`src/rtl/pee_pkg.sv`:
```
`timescale 1ns / 1ps
// Package for the prefix expression evaluator: beat types, character codes,
// operation decode and the sequencer state type. No dependencies.
package pee_pkg;

    localparam int WORD_W = 32;
    localparam int STACK_DEPTH_DEFAULT = 32;

    localparam logic [7:0] CHAR_ZERO  = 8'h30;
    localparam logic [7:0] CHAR_NINE  = 8'h39;
    localparam logic [7:0] CHAR_PLUS  = 8'h2B;
    localparam logic [7:0] CHAR_MINUS = 8'h2D;
    localparam logic [7:0] CHAR_STAR  = 8'h2A;
    localparam logic [7:0] CHAR_SLASH = 8'h2F;

    localparam logic [WORD_W-1:0] MOST_NEGATIVE = {1'b1, {(WORD_W-1){1'b0}}};

    typedef struct packed {
        logic [7:0] symbol;
        logic       final_symbol;
    } in_beat_t;

    typedef struct packed {
        logic signed [WORD_W-1:0] value;
        logic                     underflow;
        logic                     divide_by_zero;
    } out_beat_t;

    typedef struct packed {
        logic busy;
        logic done;
    } div_status_t;

    typedef enum logic [2:0] {
        OP_PUSH,
        OP_ADD,
        OP_SUB,
        OP_MUL,
        OP_DIV,
        OP_DROP
    } op_t;

    typedef enum logic [6:0] {
        S_IDLE     = 7'b0000001,
        S_POP_B    = 7'b0000010,
        S_EXEC     = 7'b0000100,
        S_DIV      = 7'b0001000,
        S_PUSH     = 7'b0010000,
        S_FIN_RD   = 7'b0100000,
        S_FIN_WAIT = 7'b1000000
    } state_t;

    function automatic op_t decode_op(input logic [7:0] sym);
        op_t op;
        if (sym >= CHAR_ZERO && sym <= CHAR_NINE) begin
            op = OP_PUSH;
        end else if (sym == CHAR_PLUS) begin
            op = OP_ADD;
        end else if (sym == CHAR_MINUS) begin
            op = OP_SUB;
        end else if (sym == CHAR_STAR) begin
            op = OP_MUL;
        end else if (sym == CHAR_SLASH) begin
            op = OP_DIV;
        end else begin
            op = OP_DROP;
        end
        return op;
    endfunction

endpackage

```
`src/rtl/pee_stack_mem.sv`:
```
`timescale 1ns / 1ps
// Operand stack storage: one write port and one registered read port.
// Depends on pee_pkg for the word width.
module pee_stack_mem
    import pee_pkg::*;
#(
    parameter int DEPTH = STACK_DEPTH_DEFAULT,
    parameter int AW    = $clog2(DEPTH)
)
(
    input  logic              clk,
    input  logic              wr_en,
    input  logic [AW-1:0]     wr_addr,
    input  logic [WORD_W-1:0] wr_data,
    input  logic              rd_en,
    input  logic [AW-1:0]     rd_addr,
    output logic [WORD_W-1:0] rd_data
);

    logic [WORD_W-1:0] mem [DEPTH];

    always_ff @(posedge clk)
    begin
        if (wr_en)
        begin
            mem[wr_addr] <= wr_data;
        end
    end

    always_ff @(posedge clk)
    begin
        if (rd_en)
        begin
            rd_data <= mem[rd_addr];
        end
    end

endmodule

```
`src/rtl/pee_divider.sv`:
```
`timescale 1ns / 1ps
// Signed restoring divider, one quotient bit per cycle, truncating toward zero.
// Depends on pee_pkg for the word width and status type.
module pee_divider
    import pee_pkg::*;
(
    input  logic              clk,
    input  logic              rst_n,
    input  logic              start,
    input  logic [WORD_W-1:0] num,
    input  logic [WORD_W-1:0] den,
    output logic [WORD_W-1:0] quotient,
    output div_status_t       status
);

    localparam int SW = $clog2(WORD_W + 1);

    logic              busy_reg, busy_next;
    logic              done_reg, done_next;
    logic [SW-1:0]     step_reg, step_next;
    logic              neg_reg, neg_next;
    logic [WORD_W-1:0] quot_reg, quot_next;
    logic [WORD_W-1:0] rem_reg, rem_next;
    logic [WORD_W-1:0] den_reg, den_next;
    logic [WORD_W:0]   rem_sh;
    logic [WORD_W:0]   diff;

    always_comb
    begin
        busy_next = busy_reg;
        done_next = 1'b0;
        step_next = step_reg;
        neg_next  = neg_reg;
        quot_next = quot_reg;
        rem_next  = rem_reg;
        den_next  = den_reg;
        rem_sh    = {rem_reg, quot_reg[WORD_W-1]};
        diff      = rem_sh - {1'b0, den_reg};
        if (start)
        begin
            busy_next = 1'b1;
            step_next = SW'(WORD_W);
            neg_next  = num[WORD_W-1] ^ den[WORD_W-1];
            quot_next = num[WORD_W-1] ? (~num + 1'b1) : num;
            den_next  = den[WORD_W-1] ? (~den + 1'b1) : den;
            rem_next  = '0;
        end
        else if (busy_reg)
        begin
            if (!diff[WORD_W])
            begin
                rem_next  = diff[WORD_W-1:0];
                quot_next = {quot_reg[WORD_W-2:0], 1'b1};
            end
            else
            begin
                rem_next  = rem_sh[WORD_W-1:0];
                quot_next = {quot_reg[WORD_W-2:0], 1'b0};
            end
            step_next = step_reg - 1'b1;
            if (step_reg == SW'(1))
            begin
                busy_next = 1'b0;
                done_next = 1'b1;
            end
        end
    end

    always_ff @(posedge clk or negedge rst_n)
    begin
        if (!rst_n)
        begin
            busy_reg <= 1'b0;
            done_reg <= 1'b0;
            step_reg <= '0;
        end
        else
        begin
            busy_reg <= busy_next;
            done_reg <= done_next;
            step_reg <= step_next;
        end
    end

    always_ff @(posedge clk)
    begin
        neg_reg  <= neg_next;
        quot_reg <= quot_next;
        rem_reg  <= rem_next;
        den_reg  <= den_next;
    end

    assign quotient    = neg_reg ? (~quot_reg + 1'b1) : quot_reg;
    assign status.busy = busy_reg;
    assign status.done = done_reg;

endmodule

```
`src/rtl/prefix_expression_evaluator_unit.sv`:
```
`timescale 1ns / 1ps
// Prefix expression evaluator: digits are pushed from idle; +, - and * pop two operands,
// execute and push; / runs the one-bit-per-cycle divider, or pushes zero and flags a
// zero divisor; other characters pop two operands and push nothing. A final character
// adds a result pop; the result beat is registered and new input is taken while it waits.
// Stack memory has one read and one write port; all accesses are sequenced.
// Reset clears the stack count, flags and control; stack contents are not cleared.
module prefix_expression_evaluator_unit
    import pee_pkg::*;
#(
    parameter int STACK_DEPTH = STACK_DEPTH_DEFAULT
)
(
    input  logic      clk,
    input  logic      rst_n,
    input  logic      expr_valid,
    output logic      expr_stall,
    input  in_beat_t  expr_beat,
    output logic      result_valid,
    input  logic      result_stall,
    output out_beat_t result_beat
);

    localparam int AW = $clog2(STACK_DEPTH);
    localparam int CW = $clog2(STACK_DEPTH + 1);

    state_t            state_reg, state_next;
    logic [CW-1:0]     count_reg, count_next;
    logic              uflow_reg, uflow_next;
    logic              zdiv_reg, zdiv_next;
    logic              a_empty_reg, a_empty_next;
    logic              b_empty_reg, b_empty_next;
    logic              last_reg, last_next;
    op_t               op_reg, op_next;
    logic [WORD_W-1:0] left_reg, left_next;
    logic [WORD_W-1:0] res_reg, res_next;
    logic              result_valid_reg, result_valid_next;
    out_beat_t         result_beat_reg, result_beat_next;

    logic              wr_en;
    logic [AW-1:0]     wr_addr;
    logic [WORD_W-1:0] wr_data;
    logic              rd_en;
    logic [AW-1:0]     rd_addr;
    logic [WORD_W-1:0] rd_data;
    logic [CW-1:0]     count_dec;
    logic              not_full;
    logic              accept;
    logic              out_free;
    logic [WORD_W-1:0] right_val;
    logic              div_start;
    logic [WORD_W-1:0] div_quot;
    div_status_t       div_status;
    op_t               in_op;

    pee_stack_mem #(
        .DEPTH (STACK_DEPTH),
        .AW    (AW)
    ) u_mem (
        .clk     (clk),
        .wr_en   (wr_en),
        .wr_addr (wr_addr),
        .wr_data (wr_data),
        .rd_en   (rd_en),
        .rd_addr (rd_addr),
        .rd_data (rd_data)
    );

    pee_divider u_div (
        .clk      (clk),
        .rst_n    (rst_n),
        .start    (div_start),
        .num      (left_reg),
        .den      (right_val),
        .quotient (div_quot),
        .status   (div_status)
    );

    assign expr_stall = (state_reg != S_IDLE);
    assign accept     = expr_valid && !expr_stall;
    assign out_free   = !result_valid_reg || !result_stall;
    assign count_dec  = count_reg - 1'b1;
    assign not_full   = (count_reg < CW'(STACK_DEPTH));
    assign right_val  = b_empty_reg ? MOST_NEGATIVE : rd_data;
    assign in_op      = decode_op(expr_beat.symbol);

    always_comb
    begin
        state_next        = state_reg;
        count_next        = count_reg;
        uflow_next        = uflow_reg;
        zdiv_next         = zdiv_reg;
        a_empty_next      = a_empty_reg;
        b_empty_next      = b_empty_reg;
        last_next         = last_reg;
        op_next           = op_reg;
        left_next         = left_reg;
        res_next          = res_reg;
        result_valid_next = result_valid_reg && result_stall;
        result_beat_next  = result_beat_reg;
        wr_en             = 1'b0;
        wr_addr           = count_reg[AW-1:0];
        wr_data           = res_reg;
        rd_en             = 1'b0;
        rd_addr           = count_dec[AW-1:0];
        div_start         = 1'b0;

        case (state_reg)
            S_IDLE:
            begin
                if (accept)
                begin
                    op_next   = in_op;
                    last_next = expr_beat.final_symbol;
                    if (in_op == OP_PUSH)
                    begin
                        wr_data = WORD_W'(expr_beat.symbol - CHAR_ZERO);
                        if (not_full)
                        begin
                            wr_en      = 1'b1;
                            count_next = count_reg + 1'b1;
                        end
                        state_next = expr_beat.final_symbol ? S_FIN_RD : S_IDLE;
                    end
                    else
                    begin
                        if (count_reg == '0)
                        begin
                            a_empty_next = 1'b1;
                            uflow_next   = 1'b1;
                        end
                        else
                        begin
                            a_empty_next = 1'b0;
                            rd_en        = 1'b1;
                            count_next   = count_dec;
                        end
                        state_next = S_POP_B;
                    end
                end
            end
            S_POP_B:
            begin
                left_next = a_empty_reg ? MOST_NEGATIVE : rd_data;
                if (count_reg == '0)
                begin
                    b_empty_next = 1'b1;
                    uflow_next   = 1'b1;
                end
                else
                begin
                    b_empty_next = 1'b0;
                    rd_en        = 1'b1;
                    count_next   = count_dec;
                end
                state_next = S_EXEC;
            end
            S_EXEC:
            begin
                case (op_reg)
                    OP_ADD:
                    begin
                        res_next   = left_reg + right_val;
                        state_next = S_PUSH;
                    end
                    OP_SUB:
                    begin
                        res_next   = left_reg - right_val;
                        state_next = S_PUSH;
                    end
                    OP_MUL:
                    begin
                        res_next   = left_reg * right_val;
                        state_next = S_PUSH;
                    end
                    OP_DIV:
                    begin
                        if (right_val == '0)
                        begin
                            zdiv_next  = 1'b1;
                            res_next   = '0;
                            state_next = S_PUSH;
                        end
                        else
                        begin
                            div_start  = 1'b1;
                            state_next = S_DIV;
                        end
                    end
                    default:
                    begin
                        state_next = last_reg ? S_FIN_RD : S_IDLE;
                    end
                endcase
            end
            S_DIV:
            begin
                if (div_status.done)
                begin
                    res_next   = div_quot;
                    state_next = S_PUSH;
                end
            end
            S_PUSH:
            begin
                if (not_full)
                begin
                    wr_en      = 1'b1;
                    count_next = count_reg + 1'b1;
                end
                state_next = last_reg ? S_FIN_RD : S_IDLE;
            end
            S_FIN_RD:
            begin
                if (count_reg == '0)
                begin
                    a_empty_next = 1'b1;
                    uflow_next   = 1'b1;
                end
                else
                begin
                    a_empty_next = 1'b0;
                    rd_en        = 1'b1;
                end
                state_next = S_FIN_WAIT;
            end
            S_FIN_WAIT:
            begin
                if (out_free)
                begin
                    result_valid_next               = 1'b1;
                    result_beat_next.value          = a_empty_reg ? MOST_NEGATIVE : rd_data;
                    result_beat_next.underflow      = uflow_reg;
                    result_beat_next.divide_by_zero = zdiv_reg;
                    count_next                      = '0;
                    uflow_next                      = 1'b0;
                    zdiv_next                       = 1'b0;
                    state_next                      = S_IDLE;
                end
            end
            default:
            begin
                state_next = S_IDLE;
            end
        endcase
    end

    always_ff @(posedge clk or negedge rst_n)
    begin
        if (!rst_n)
        begin
            state_reg        <= S_IDLE;
            count_reg        <= '0;
            uflow_reg        <= 1'b0;
            zdiv_reg         <= 1'b0;
            a_empty_reg      <= 1'b0;
            b_empty_reg      <= 1'b0;
            last_reg         <= 1'b0;
            op_reg           <= OP_DROP;
            result_valid_reg <= 1'b0;
        end
        else
        begin
            state_reg        <= state_next;
            count_reg        <= count_next;
            uflow_reg        <= uflow_next;
            zdiv_reg         <= zdiv_next;
            a_empty_reg      <= a_empty_next;
            b_empty_reg      <= b_empty_next;
            last_reg         <= last_next;
            op_reg           <= op_next;
            result_valid_reg <= result_valid_next;
        end
    end

    always_ff @(posedge clk)
    begin
        left_reg        <= left_next;
        res_reg         <= res_next;
        result_beat_reg <= result_beat_next;
    end

    assign result_valid = result_valid_reg;
    assign result_beat  = result_beat_reg;

    a_count_bound: assert property (@(posedge clk) disable iff (!rst_n)
        count_reg <= CW'(STACK_DEPTH))
        else $error("stack count exceeds depth");

    a_write_not_full: assert property (@(posedge clk) disable iff (!rst_n)
        wr_en |-> not_full)
        else $error("stack write while full");

    a_div_start_idle: assert property (@(posedge clk) disable iff (!rst_n)
        div_start |-> (state_reg == S_EXEC) && !div_status.busy)
        else $error("divider started while busy");

    a_final_clears: assert property (@(posedge clk) disable iff (!rst_n)
        (state_reg == S_FIN_WAIT) && out_free |=>
            (count_reg == '0) && !uflow_reg && !zdiv_reg && result_valid_reg)
        else $error("expression end did not clear the stack");

endmodule

```
`config.mk`:
```
export PLATFORM = sky130hd
export DESIGN_NAME = prefix_expression_evaluator_unit
export DESIGN_NICKNAME = d
export VERILOG_FILES = /design/src/rtl/pee_pkg.sv /design/src/rtl/pee_stack_mem.sv /design/src/rtl/pee_divider.sv /design/src/rtl/prefix_expression_evaluator_unit.sv
export SDC_FILE = /design/constraint.sdc
export NUM_CORES = 2
export LEC_CHECK = 0
export BUFFER_PORTS_ARGS = -buffer_cell sky130_fd_sc_hd__buf_4
export CORE_ASPECT_RATIO = 0.8
export CORE_MARGIN = 4
export CORE_UTILIZATION = 35
export DETAILED_ROUTE_END_ITERATION = 10
export MAX_ROUTING_LAYER = met4
export SYNTH_ARGS = -nofsm -noshare
export SYNTH_HDL_FRONTEND = slang
export SYNTH_SLANG_ARGS = --single-unit
```
`constraint.sdc`:
```
create_clock -name clk -period 9.5 [get_ports clk]
set_clock_uncertainty 0.2 [all_clocks]
set_input_delay 0 -clock clk [delete_from_list [all_inputs] [get_ports clk]]
set_output_delay 0 -clock clk [all_outputs]
set_load 0.01 [all_outputs]
```
; ---- Word-level counts from Yosys, hierarchy flattened
; Memory sizes are Yosys's and may differ from the RTL's. A register that Yosys moved wholly into a read port is not among the register bits.
; Cells that the tools add are included.
[word_totals]
ram_bits = 1024
out_inout_bits = 36
register_bits = 225
n_memories = 1
elab_cells = 163
in_bits = 13
[op_classes]
n_bitwise = 4
n_addsub = 10
n_mux = 71
reduce_logical = 26
n_lt_le_gt_ge = 3
multipliers = 1
eq_ne = 25
[mem_list]
columns = memory, depth, word_bits, read_ports, rd_clocked_by_memory_dff, write_ports, line
row1 = u_mem.mem, 32, 32, 1, 1, 1, pee_stack_mem.sv:20  ; logic [WORD_W-1:0] mem [DEPTH];
[ops]
columns = operator, n
row1 = $mux W32, 12
row2 = $pmux W32 S4, 1
row3 = $add A32 B1 Y32 const B, 3
row4 = $not A32 Y32, 3
row5 = $pmux W32 S2, 1
row6 = $mux W6, 10
row7 = $pmux W7 S7, 1
row8 = $sub A33 B32 Y33, 1
row9 = $add A32 B32 Y32, 1
row10 = $eq A8 B6 Y1 const B, 4
row11 = $logic_not A32 Y1, 1
row12 = $mul A32 B32 Y32, 1
row13 = $sub A32 B32 Y32, 1
row14 = $mux W31, 1
row15 = $mux W1, 30
row16 = $pmux W6 S4, 1
row17 = $mux W7, 3
row18 = $mux W3, 4
row19 = $pmux W6 S2, 1
row20 = $reduce_and A4 Y1, 3
row21 = $sub A6 B1 Y6 const B, 2
row22 = $ne A2 B2 Y1 const B, 5
row23 = $reduce_and A3 Y1, 3
row24 = $sub A8 B6 Y9 const B, 1
row25 = 34 further kinds, 46

; ---- Longest topological paths before layout
[depth]
ltp_word = 12
depth_mapped = 32
mapped_depth_nobuf = 28

; ---- Cells and area by module
; A second synthesis with hierarchy kept.
[unflattened]
hier_cells = 5784
hier_area_um2 = 72494.5
[modules_own_cells]
columns = module, cells_each, n_inst, area_each_um2, seq_area_each_um2
row1 = pee_stack_mem, 2260, 1, 40812.9, 31710.4
row2 = prefix_expression_evaluator_unit, 2595, 1, 23714.0, 3497.1
row3 = pee_divider, 929, 1, 7967.6, 2792.7

; ---- Worst setup path before layout
; Ideal clock, no wire load.
[synth_timing]
path_kind = reg-to-reg
start = register b_empty_reg
end = register res_reg[31] (data pin)
required_ns = 9.030
setup_time_ns = 0.270
path_stages_with_launch = 31
synth_period_minus_slack_ns = 8.126
setup_slack_ns = 1.374
arrival_time_ns = 7.655
path_buffers = 6
cell_sequence = dfrtp_1 > buf_2 > buf_1 > clkbuf_1 > clkbuf_1 > buf_1 > clkbuf_1 > nor3_1 > fa_1 > fa_1 > fa_1 > inv_1 > fa_1 > inv_1 > fa_1 > inv_1 > fa_1 > inv_1 > fa_1 > fa_1 > ha_1 > a2111oi_0 > a21oi_1 > a2bb2oi_2 > o21ai_2 > a221o_1 > a21o_1 > a21oi_2 > xnor2_1 > a221oi_2 > a21oi_1
[synth_via]
elab_chain_len = 4
word_cells_on_any_way = 6
cone_classes = add/sub: 2 / mul: 1 / mux: 3
[synth_rtl]
columns = element, line
row1 = start: declaration, prefix_expression_evaluator_unit.sv:32  ; logic b_empty_reg, b_empty_next;
row2 = start signal: assignment, prefix_expression_evaluator_unit.sv:269  ; b_empty_reg <= b_empty_next;
row3 = $mux W32 (*), prefix_expression_evaluator_unit.sv:84  ; assign right_val = b_empty_reg ? MOST_NEGATIVE : rd_data;
row4 = "$mul A32 B32 Y32, or another cell as far along", prefix_expression_evaluator_unit.sv:173  ; res_next = left_reg * right_val;
row5 = $pmux W32 S4 (*), prefix_expression_evaluator_unit.sv:160  ; case (op_reg)
row6 = $pmux W32 S2 (*), prefix_expression_evaluator_unit.sv:108  ; case (state_reg)
row7 = via res_next[31], prefix_expression_evaluator_unit.sv:36  ; logic [WORD_W-1:0] res_reg, res_next;
row8 = end signal: assignment, prefix_expression_evaluator_unit.sv:279  ; res_reg <= res_next;
row9 = end: declaration, prefix_expression_evaluator_unit.sv:36
; The timed path passes the listed nets; every way through them passes the cells marked *.
; A chain may end at the register's enable or synchronous reset.

; ---- Worst setup path after layout
; Ends and elaborated chain as after synthesis.

==> key figures <==
Placed design
  • IO buf count: 48
  • Final GP Congestion: 0.9061
  • Detail Placement HPWL: 130900 um
  • DP Area: 74960 sq um

Floorplan
  • Die area: 209800 sq um
  • Starting density of the core: 0.3526
  • # rows: 147
  • Die width: 511.1 um
  • DIE HEIGHT: 410.5 um
  • Core Area: 201000 sq um
  • I/O pin count: 49

Global routing
  • Vias in the first global route: 42220
  • First-pass GRT wire length: 296600 um
  • Grt total ovfl: 0
  • Largest net degree at the start of global routing: 116
  • Initial antenna violation count: 9
  • Global-route usage over all layers: 0.1967

Detailed routing
  • Post-route DRC violation count: 0
  • Wire per inst: 25.98 um
  • Total number of vias: 42096
  • Total Wirelength: 201800 um
  • DRT Pass-1 Iters: 6
  • Vias per std cell: 5.418
  • ANT nets after route: 0
  • Initial DRC count: 4790

STA
  • Final Hold Vio Count: 0
  • Crit path time final: 8.726 ns
  • Fmax: 114.6 MHz
  • RSZ-0062 raised after global routing: no
  • # setup viols final: 0
  • Fin crit share: 0.9185
  • Max-slew violation count: 0
  • Rel. slew slack: 0.1527
  • Worst Max-Slew Pin Slew: 1.271 ns
  • Setup TNS: 0 ns

Yosys
  • Synth top area cells: edfxtp_1 (52%), fa_1 (12%), mux4_2 (10%)
  • Synth top cells by count: edfxtp_1 (1219), inv_1 (449), fa_1 (410)
  • Unique cell type count in the Yosys netlist: 90
  • Netlist Area Pre-Place: 70880 sq um
  • Top FF cell, synth: edfxtp_1
  • Sequential area share after synthesis: 0.5361
  • Synthesized area per cell: 14.39 sq um
  • Mapped Cells: 4925
  • Count leader, synth: edfxtp_1
  • Asr flop ratio synth: 0.02342
  • Number of flops mapped to enable cells by yosys: 1219
  • Post-synth top area share: 0.5164
  • Yosys warning count: 0
  • Syn Nets: 5547
  • #FFs+latches synth: 1281
  • Yosys top cell by area: edfxtp_1

Clocking
  • Root buffer cell: clkbuf_16
  • CTS tree: yes
  • Clock Tree Buf Depth: 3
  • CTS Buf Count: 119
  • Total setup buffers inserted after CTS: 0
  • Clock slew at reported path FFs: 0.07 ns
  • Clk_lat worst skew: 0.79 ns
  • H-Tree Depth: 3
  • Clock Sink Count: 1281

Final layout
  • Layout cells sized above 1: 0.1607
  • Register Area: 38010 sq um
  • Area occupied by multi-input gates: 30490 sq um
  • Finished Core Util: 0.3937
  • # nets final: 5606
  • Post-Layout Inst Area: 79150 sq um
  • Synth-to-Final Area Change: 11.66%
  • Fillers: 18526
  • Max reg flops: 1024

Run status
  • Run status: finished, final reports clean

Critical path
  • Setup Crit Path Kind: flop to flop
  • Crit path DAT: 9.01 ns
  • Reg2Reg Depth: 25
  • Worst setup EP type: flop
  • Worst R2R Start: b_empty_reg
  • R2R Path End: res_reg[31]
  • Worst R2R Setup Slack: 0.77 ns
  • Crit path max fanout: 21
  • Crit start category: flop
  • WP data required: 9.78 ns

Worst hold path
  • Hold WC Path Type: primary input to asynchronous set/reset pin

Job
  • MaxCap Viol Count: 0
==> worst max-delay path by stage <==
stage / slack, ns / startpoint / to / cells past startpoint
after CTS: 0.84 / b_empty_reg / res_reg[31] / 26
after detailed placement: 0.74 / b_empty_reg / res_reg[31] / 26
after global routing: 0.37 / b_empty_reg / res_reg[31] / 26
final: 0.77 / b_empty_reg / res_reg[31] / 25
after global placement: 0.72 / b_empty_reg / res_reg[31] / 26
after floorplan: 1.37 / b_empty_reg / res_reg[31] / 30
==> per-layer routing <==
layer | GRT usage | share of wire | up-vias
li1 | - | - | 17905
met4 | 0.04304 | 0.022 | 0
met5 | - | 0 | -
met3 | 0.02818 | 0.080 | 257
met1 | 0.2797 | 0.44 | 22224
met2 | 0.3017 | 0.46 | 1710
==> metrics by stage <==
stage          hold slack (ns)  worst slack [ns]  std cells
6_report               0.07787            0.7738       7769
5_1_grt                0.05831            0.3656       7767
4_1_cts                0.01164            0.8375       7765
3_5_place_dp           -0.2136            0.7396       7517
3_3_place_gp           -0.2173            0.7160       7517
2_1_floorplan          -0.4956             1.374       4925
==> cell usage in the layout (no fill, tap or decap), drive strengths merged, types with 16 or more instances in the layout <==
cell,instances
o21ai,147
mux2i,34
buf,182
xor2,113
dlygate4sd3,27
inv,451
xnor2,124
nand3,29
dfxtp,32
a21o,74
edfxtp,1219
a21oi,122
ha,199
and2,268
and3,50
or3,16
nand2b,19
mux2,46
dfrtp,27
clkbuf,145
nor3,40
o31ai,26
nand2,372
fa,410
a221oi,18
mux4,320
a211oi,24
nor2,207
nor2b,61
clkinv,64
==> what timing repair did <==
action,CTS,global route
resized for setup,0,0
setup endpoints to repair,0,0
hold buffers,27,1
endpoints found under the hold margin,274,28
==> worst max-delay path, cell delays in order (launching register included) <==
cell       delay (ns)
dfrtp_2          0.53
nor2b_2          0.85
and2_1           0.26
fa_1             0.45
fa_1             0.50
fa_1             0.52
inv_1            0.07
fa_1             0.48
inv_1            0.05
fa_1             0.51
inv_1            0.06
fa_1             0.54
inv_1            0.05
fa_1             0.51
fa_1             0.43
ha_1             0.39
a2111oi_0        0.43
a21oi_1          0.16
a2bb2oi_2        0.27
o21ai_2          0.10
a221o_1          0.35
a21o_1           0.20
a21oi_2          0.14
xnor2_1          0.10
a221oi_2         0.28
a21oi_1          0.07
==> cell families after synthesis <==
kind of cell    after synthesis  synth area share
xor+xnor                    237           0.02929
mux                         400            0.1138
buf+inv                     722           0.03949
compound gates              551           0.05149
simple gates               1125           0.07889
fa+ha+maj                   609            0.1509
flops                      1281            0.5361
==> cell type report <==
cell class / instances / area share
timing repair buffer: 209 / 0.02163
antenna: 3 / 0.00009485
multi-input combinational: 2922 / 0.3852
inverter: 451 / 0.02139
clock inverter: 76 / 0.01024
tap: 2682 / 0.04240
clock buffer: 145 / 0.03886
sequential: 1281 / 0.4802
Power is left out: the tool's default activity adds up to more than one toggle a clock period on the data nets, which glitch-free logic cannot reach.
